<file path="config.mk">
export PLATFORM = sky130hd
export DESIGN_NAME = sccb_bus_master
export DESIGN_NICKNAME = d
export VERILOG_FILES = /design/src/rtl/core/sccb_pkg.sv /design/src/rtl/core/sccb_bus_master.sv
export SDC_FILE = /design/constraint.sdc
export NUM_CORES = 1
export LEC_CHECK = 0
export BUFFER_PORTS_ARGS = -buffer_cell sky130_fd_sc_hd__buf_2
export CAP_MARGIN = 20
export CORE_ASPECT_RATIO = 1.1
export CORE_UTILIZATION = 60
export DETAILED_ROUTE_END_ITERATION = 10
export PLACE_DENSITY = 0.87
export SYNTH_ARGS = -nofsm -noshare
export SYNTH_HDL_FRONTEND = slang
export SYNTH_SLANG_ARGS = --single-unit
</file>
<file path="constraint.sdc">
create_clock -name i_clk -period 10.4 [get_ports i_clk]
set_input_delay 1.56 -clock i_clk [delete_from_list [all_inputs] [get_ports i_clk]]
set_output_delay 1.56 -clock i_clk [all_outputs]
set_load 0.05 [all_outputs]
</file>
<file path="src/rtl/core/sccb_pkg.sv">
// Shared command codes, phase counts and types for the SCCB bit-level master.
`timescale 1ns / 1ps

package sccb_pkg;

    typedef enum logic [2:0] {
        CMD_NONE  = 3'd0,
        CMD_START = 3'd1,
        CMD_STOP  = 3'd2,
        CMD_WRITE = 3'd3,
        CMD_READ  = 3'd4,
        CMD_NOACK = 3'd5
    } t_cmd;

    localparam logic [15:0] PHASE_TICKS_RST = 16'd100;

    localparam logic [4:0] LEN_START = 5'd4;
    localparam logic [4:0] LEN_STOP  = 5'd3;
    localparam logic [4:0] LEN_NOACK = 5'd4;
    localparam logic [4:0] LEN_WRITE = 5'd28;
    localparam logic [4:0] LEN_READ  = 5'd25;

    // write byte: 24 bit phases, then wait, release, ack clock high, clock low
    localparam logic [4:0] WR_BIT_PHASES = 5'd24;
    localparam logic [4:0] WR_RELEASE    = 5'd25;
    localparam logic [4:0] WR_ACK_HIGH   = 5'd26;
    localparam logic [4:0] WR_ACK_LOW    = 5'd27;

    localparam logic [0:0] ADDR_PHASE_TICKS = 1'b0;

    function automatic logic [4:0] op_length(input t_cmd op);
        logic [4:0] len;
        case (op)
            CMD_START: len = LEN_START;
            CMD_STOP:  len = LEN_STOP;
            CMD_NOACK: len = LEN_NOACK;
            CMD_WRITE: len = LEN_WRITE;
            CMD_READ:  len = LEN_READ;
            default:   len = 5'd0;
        endcase
        return len;
    endfunction

endpackage

</file>
<file path="src/rtl/core/sccb_bus_master.sv">
// Top level of the SCCB bit-level master: phase sequencer, pin state and APB register.
`timescale 1ns / 1ps

// Each input item is one bus timing tick and yields exactly one result item with the
// pin levels and status after that tick. One item is taken per clock cycle: the whole
// tick update (phase counter compare, phase entry levels, end-of-phase sampling) sits
// between the state registers, and the registered result can wait for the sink while
// the next item is held back. A command is taken only while idle; start lasts
// 4 phases, stop 3, no-ack 4, write byte 28 and read byte 25, each phase_ticks ticks
// long (0 acts as 1). phase_ticks sits at address 0 of the APB port, reset 100.
module sccb_bus_master
    import sccb_pkg::*;
(
    input  logic        i_clk,
    input  logic        i_rst_n,
    // config port
    input  logic        psel,
    input  logic        penable,
    input  logic        pwrite,
    input  logic [0:0]  paddr,
    input  logic [31:0] pwdata,
    output logic [31:0] prdata,
    output logic        pready,
    // input items
    input  logic        i_in_valid,
    output logic        o_in_ready,
    input  logic [2:0]  i_cmd,
    input  logic [7:0]  i_write_byte,
    input  logic        i_data_pin_in,
    // result items
    output logic        o_out_valid,
    input  logic        i_out_ready,
    output logic        o_clock_pin,
    output logic        o_data_pin_out,
    output logic        o_data_pin_enable,
    output logic        o_busy_res,
    output logic        o_done_res,
    output logic        o_ack_ok,
    output logic [7:0]  o_read_result
);

    logic [15:0] r_phase_ticks;
    t_cmd        r_op, n_op;
    logic [4:0]  r_phase, n_phase;
    logic [15:0] r_tick, n_tick;
    logic [1:0]  r_sub, n_sub;
    logic [7:0]  r_shift, n_shift;
    logic        r_clk_lvl, n_clk_lvl;
    logic        r_dat_lvl, n_dat_lvl;
    logic        r_drv_en, n_drv_en;
    logic        r_ack, n_ack;
    logic [7:0]  r_rd_byte, n_rd_byte;
    logic        r_done, n_done;
    logic        r_out_valid;

    logic        w_in_acc;
    logic        w_cfg_wr;
    logic        w_do_enter;
    logic        w_phase_end;

    assign pready      = 1'b1;
    assign w_cfg_wr    = psel & penable & pwrite & pready;
    assign prdata      = (paddr == ADDR_PHASE_TICKS) ? {16'd0, r_phase_ticks} : 32'd0;

    assign o_in_ready  = ~r_out_valid | i_out_ready;
    assign w_in_acc    = i_in_valid & o_in_ready;
    assign w_phase_end = ({1'b0, r_tick} + 17'd1) >= {1'b0, r_phase_ticks};

    always_comb begin
        n_op      = r_op;
        n_phase   = r_phase;
        n_tick    = r_tick;
        n_sub     = r_sub;
        n_shift   = r_shift;
        n_clk_lvl = r_clk_lvl;
        n_dat_lvl = r_dat_lvl;
        n_drv_en  = r_drv_en;
        n_ack     = r_ack;
        n_rd_byte = r_rd_byte;
        n_done    = 1'b0;
        w_do_enter = 1'b0;

        if (r_op == CMD_NONE) begin
            if (i_cmd inside {CMD_START, CMD_STOP, CMD_WRITE, CMD_READ, CMD_NOACK}) begin
                n_op    = t_cmd'(i_cmd);
                n_phase = 5'd0;
                n_tick  = 16'd0;
                // read counts sub-phases from phase 1
                n_sub   = (t_cmd'(i_cmd) == CMD_READ) ? 2'd2 : 2'd0;
                if (t_cmd'(i_cmd) == CMD_WRITE) begin
                    n_shift = i_write_byte;
                end else if (t_cmd'(i_cmd) == CMD_READ) begin
                    n_shift = 8'd0;
                end
                w_do_enter = 1'b1;
            end
        end else if (w_phase_end) begin
            n_tick = 16'd0;
            // end-of-phase sampling
            if (r_op == CMD_WRITE && r_phase == WR_ACK_HIGH) begin
                n_ack = ~i_data_pin_in;
            end else if (r_op == CMD_READ && r_phase != 5'd0 && r_sub == 2'd1) begin
                n_shift = {r_shift[6:0], i_data_pin_in};
            end
            n_phase = r_phase + 5'd1;
            n_sub   = (r_sub == 2'd2) ? 2'd0 : r_sub + 2'd1;
            if (n_phase == op_length(r_op)) begin
                if (r_op == CMD_WRITE) begin
                    n_drv_en = 1'b1;
                end
                if (r_op == CMD_READ) begin
                    n_rd_byte = n_shift;
                end
                n_op    = CMD_NONE;
                n_phase = 5'd0;
                n_done  = 1'b1;
            end else begin
                w_do_enter = 1'b1;
            end
        end else begin
            n_tick = r_tick + 16'd1;
        end

        // levels set on the first tick of a phase
        if (w_do_enter) begin
            case (n_op)
                CMD_START: begin
                    case (n_phase)
                        5'd0: begin
                            n_drv_en  = 1'b1;
                            n_dat_lvl = 1'b1;
                        end
                        5'd1:    n_clk_lvl = 1'b1;
                        5'd2:    n_dat_lvl = 1'b0;
                        default: n_clk_lvl = 1'b0;
                    endcase
                end
                CMD_STOP: begin
                    case (n_phase)
                        5'd0: begin
                            n_drv_en  = 1'b1;
                            n_dat_lvl = 1'b0;
                        end
                        5'd1:    n_clk_lvl = 1'b1;
                        default: n_dat_lvl = 1'b1;
                    endcase
                end
                CMD_NOACK: begin
                    case (n_phase)
                        5'd0: begin
                            n_drv_en  = 1'b0;
                            n_dat_lvl = 1'b1;
                        end
                        5'd1:    n_clk_lvl = 1'b1;
                        5'd2:    n_clk_lvl = 1'b0;
                        default: n_dat_lvl = 1'b0;
                    endcase
                end
                CMD_WRITE: begin
                    if (n_phase < WR_BIT_PHASES) begin
                        case (n_sub)
                            2'd0: begin
                                if (n_phase == 5'd0) begin
                                    n_drv_en = 1'b1;
                                end
                                n_dat_lvl = n_shift[7];
                                n_shift   = {n_shift[6:0], 1'b0};
                            end
                            2'd1:    n_clk_lvl = 1'b1;
                            default: n_clk_lvl = 1'b0;
                        endcase
                    end else if (n_phase == WR_RELEASE) begin
                        n_drv_en = 1'b0;
                    end else if (n_phase == WR_ACK_HIGH) begin
                        n_clk_lvl = 1'b1;
                    end else if (n_phase == WR_ACK_LOW) begin
                        n_clk_lvl = 1'b0;
                    end
                end
                CMD_READ: begin
                    if (n_phase == 5'd0) begin
                        n_drv_en = 1'b0;
                    end else if (n_sub == 2'd1) begin
                        n_clk_lvl = 1'b1;
                    end else if (n_sub == 2'd2) begin
                        n_clk_lvl = 1'b0;
                    end
                end
                default: ;
            endcase
        end
    end

    always_ff @(posedge i_clk) begin
        if (!i_rst_n) begin
            r_phase_ticks <= PHASE_TICKS_RST;
        end else if (w_cfg_wr && paddr == ADDR_PHASE_TICKS) begin
            r_phase_ticks <= pwdata[15:0];
        end
    end

    always_ff @(posedge i_clk) begin
        if (!i_rst_n) begin
            r_op        <= CMD_NONE;
            r_phase     <= 5'd0;
            r_tick      <= 16'd0;
            r_sub       <= 2'd0;
            r_shift     <= 8'd0;
            r_clk_lvl   <= 1'b1;
            r_dat_lvl   <= 1'b1;
            r_drv_en    <= 1'b1;
            r_ack       <= 1'b0;
            r_rd_byte   <= 8'd0;
            r_done      <= 1'b0;
            r_out_valid <= 1'b0;
        end else begin
            if (w_in_acc) begin
                r_op      <= n_op;
                r_phase   <= n_phase;
                r_tick    <= n_tick;
                r_sub     <= n_sub;
                r_shift   <= n_shift;
                r_clk_lvl <= n_clk_lvl;
                r_dat_lvl <= n_dat_lvl;
                r_drv_en  <= n_drv_en;
                r_ack     <= n_ack;
                r_rd_byte <= n_rd_byte;
                r_done    <= n_done;
            end
            if (w_in_acc) begin
                r_out_valid <= 1'b1;
            end else if (i_out_ready) begin
                r_out_valid <= 1'b0;
            end
        end
    end

    // the state registers hold the last item's result until the next item is taken
    assign o_out_valid       = r_out_valid;
    assign o_clock_pin       = r_clk_lvl;
    assign o_data_pin_out    = r_dat_lvl;
    assign o_data_pin_enable = r_drv_en;
    assign o_busy_res        = (r_op != CMD_NONE);
    assign o_done_res        = r_done;
    assign o_ack_ok          = r_ack;
    assign o_read_result     = r_rd_byte;

endmodule

</file>
==> metrics <==
initial cell density of the core=62.22%; Syn Area/Cell=7.578 um^2; Worst Tran Pin Value=roughly 0.95 ns; DP Cell Count=around 750; total CTS buffers=9; min Tclk post-route=5.378 ns; Clock Sinks=64; nets@finish=734; met2 wire length=5.914 mm; met3 WL=883 um; cell at the slowest stage of the critical path=a2111oi_4; Clock Tree Buf Depth=2; maxcap violations=0; Post-synth EDFFs=0; worst setup margin=between 5 and 6 ns; register area=1281 um^2; Post-synth ARST share=0%; gr usage total=30.55%; total number of vias=4,666; Post-Synthesis Cells=617; cell repeated most along the worst path=ha_1; Cell Chain, Critical Path=ha_1, and3_1, nand3_2, nor2_1, nand2_1, xnor2_1, ha_1, nand3_1, nor3_1, a311oi_1, nand3_1, nor2_1, nor4b_1, a211oi_1, ha_1, o311ai_1, a2111oi_4, mux2i_1, a211oi_1; Post-synth top flop=dfxtp_1; vias in the first global route=4,291; Final Power=roughly 0.62 mW; Fillers=664; FMAX=around 190 MHz; DR DRC count=0; Max Slew Vio Count=0; DP HPWL=about 8.7 mm; Final ANT Viol Nets=0; status=complete, no violations; clock skew=around 0.013 ns; htree depth=3; final setup vio count=0; Post-CTS Hold Buffers=0; Top Ports=101; Placer Congestion=0.9365; Seq/Total Area, Yosys=27.40%; share of cells above drive strength 1=15.49%; initial antenna violation count=0; Critical Path Source Type=flip-flop; critical path fanouts, max=9; Site Rows=33; post-CTS resize count=0; Routed WL=11.95 mm; most frequent cells in the layout=nor2_1, buf_2, dfxtp_1, nand2_1, a21oi_1; Power Dens Cells=120.1 nW/um^2; clk_lat worst skew=~0.36 ns; Fin Setup TNS=0 ns; crit end category=flip-flop; period utilization=between 50% and 60%; VDD IR max=69.54 uV; Synth warnings=0; CP top delay family=compound AO/OA/AOI/OAI gates; DR WL/cell=about 16 um; IO buf count=67; die area=about 8200 um^2; Syn Std Cell Area=roughly 4700 um^2; CTS tree=yes; top sig layer=met4; met1 wire length=around 4.8 mm; Largest stage delay, worst path=0.71 ns; Clk Tree Root Cell=clkbuf_8; synthesized flop and latch total=64; Hold Path Class=reg -> reg; Static Leak=2.065 nW; router iterations before antenna repair=6; DR iter-0 viols=360; largest net degree at the start of global routing=60; Netlist cell types=71; Area growth syn-to-layout=10.12%; global-route wire length before repair=19.60 mm; area of the multi-input gates=3064 um^2; most common cell after layout, fill and taps aside=nor2_1; Layout Utilization=between 60 and 70%; CP bufs+invs=0; Die H=94.59 um; Vias/cell=6.060; Final Hold Viols=0; Post-CTS Setup Repair Bufs=0; Place WS=between 5 and 6 ns; Overflow after GRT=0; WP data required=10.67 ns; chip width=86.17 um; unrepaired setup endpoints after global routing=false; Core Area=7515 um^2; critical path arrival=roughly 5.7 ns; ant diodes=0; post-route insts no fill=770; Setup Crit Path Kind=reg -> reg; Rel. slew slack=between 30% and 40%; clock slew at reported path FFs=0.08 ns
-- final timing paths --
| kind | startpoint | end | slack, ns | cells after the start |
|---|---|---|---|---|
| worst max-delay path | r_tick[0]$_SDFFE_PN0P_ | r_shift[1]$_SDFFE_PN0P_ | 5.02 | 19 |
| worst min-delay path | r_phase_ticks[9]$_SDFFE_PN0P_ | r_phase_ticks[9]$_SDFFE_PN0P_ | 0.46 | 2 |
| worst max register to register | r_tick[0]$_SDFFE_PN0P_ | r_shift[1]$_SDFFE_PN0P_ | 5.02 | 19 |
| worst min register to register | r_phase_ticks[9]$_SDFFE_PN0P_ | r_phase_ticks[9]$_SDFFE_PN0P_ | 0.46 | 2 |
-- cell type report --
cell class                 instances  area share, %
sequential                        64          24.88
clock inverter                     7          1.555
multi-input combinational        488          59.51
clock buffer                       9          2.406
inverter                          26          1.993
tap                              105          2.552
timing repair buffer              71          7.096
-- kinds of logic after synthesis --
| family | share of synthesized area (%) |
|---|---|
| AOI/OAI and AO/OA | 25.26 |
| xor gates and xnor gates | 3.372 |
| adders and majority gates | 5.887 |
| buffers and inverters | 8.402 |
| DFF | 27.40 |
| muxes | 5.138 |
| other | 0.1606 |
| and+or+nand+nor | 24.38 |
-- report_power, final --
group / total (mW) / switching, mW / internal (mW) / leakage, nW
combinational: 0.128 / 0.0901 / 0.0381 / 1.44
clock: 0.230 / 0.116 / 0.114 / 0.102
sequential: 0.260 / 0.00879 / 0.252 / 0.519
total: 0.618 / 0.215 / 0.403 / 2.06
-- metal layers --
metal / vias to the layer above / track usage (%)
li1: 2285 / -
met1: 2136 / 35.46
met2: 209 / 53.17
met3: 36 / 5.944
met4: 0 / 15.97
met5: - / 0
-- worst min-delay path: cells and delay by family (launching register included) --
family	cells	cell delay (ns)
and+or+nand+nor	1	0.05
DFF	1	0.31
AOI/OAI and AO/OA	1	0.05
-- state kept, by name, indices dropped and copies added (netlist names) --
signal and count:
r_shift 8, o_out_valid 1, o_data_pin_enable 1, r_sub 2
r_phase 5, o_data_pin_out 1, o_done_res 1, r_op 3
o_ack_ok 1, r_phase_ticks 16, o_clock_pin 1, r_tick 16
o_read_result 8
-- synth_stat cells (5+ instances only) --
master	count	area share, %
buf_2	6	0.64
dfxtp_1	64	27
or3_1	11	1.5
and3_1	7	0.94
a22oi_1	16	2.6
nand4_1	5	0.67
nand2_1	60	4.8
a211oi_1	22	3.5
a21oi_1	48	5.1
a31oi_1	6	0.80
nor3b_1	6	0.96
nor4b_1	5	0.94
ha_1	22	5.9
o21ai_0	21	2.2
nand3_1	18	1.9
xor2_1	7	1.3
mux2i_1	24	5.1
buf_4	19	3.1
xnor2_1	11	2.1
nor3_1	19	2.0
clkbuf_1	26	2.1
o22ai_1	11	1.5
nor2_1	83	6.7
inv_1	23	1.8
-- metrics by stage --
| stage | cell area (um^2) | hold slack [ns] |
|---|---|---|
| finish | 5149 | 0.4575 |
| global route | 5149 | 0.4811 |
| CTS | 5149 | 0.4578 |
| detailed placement | 4945 | 0.4467 |
| global placement | 4945 | 0.4426 |
| floorplan | 4732 | 0.4363 |
No activity file was read; power rests on OpenSTA's default activity.
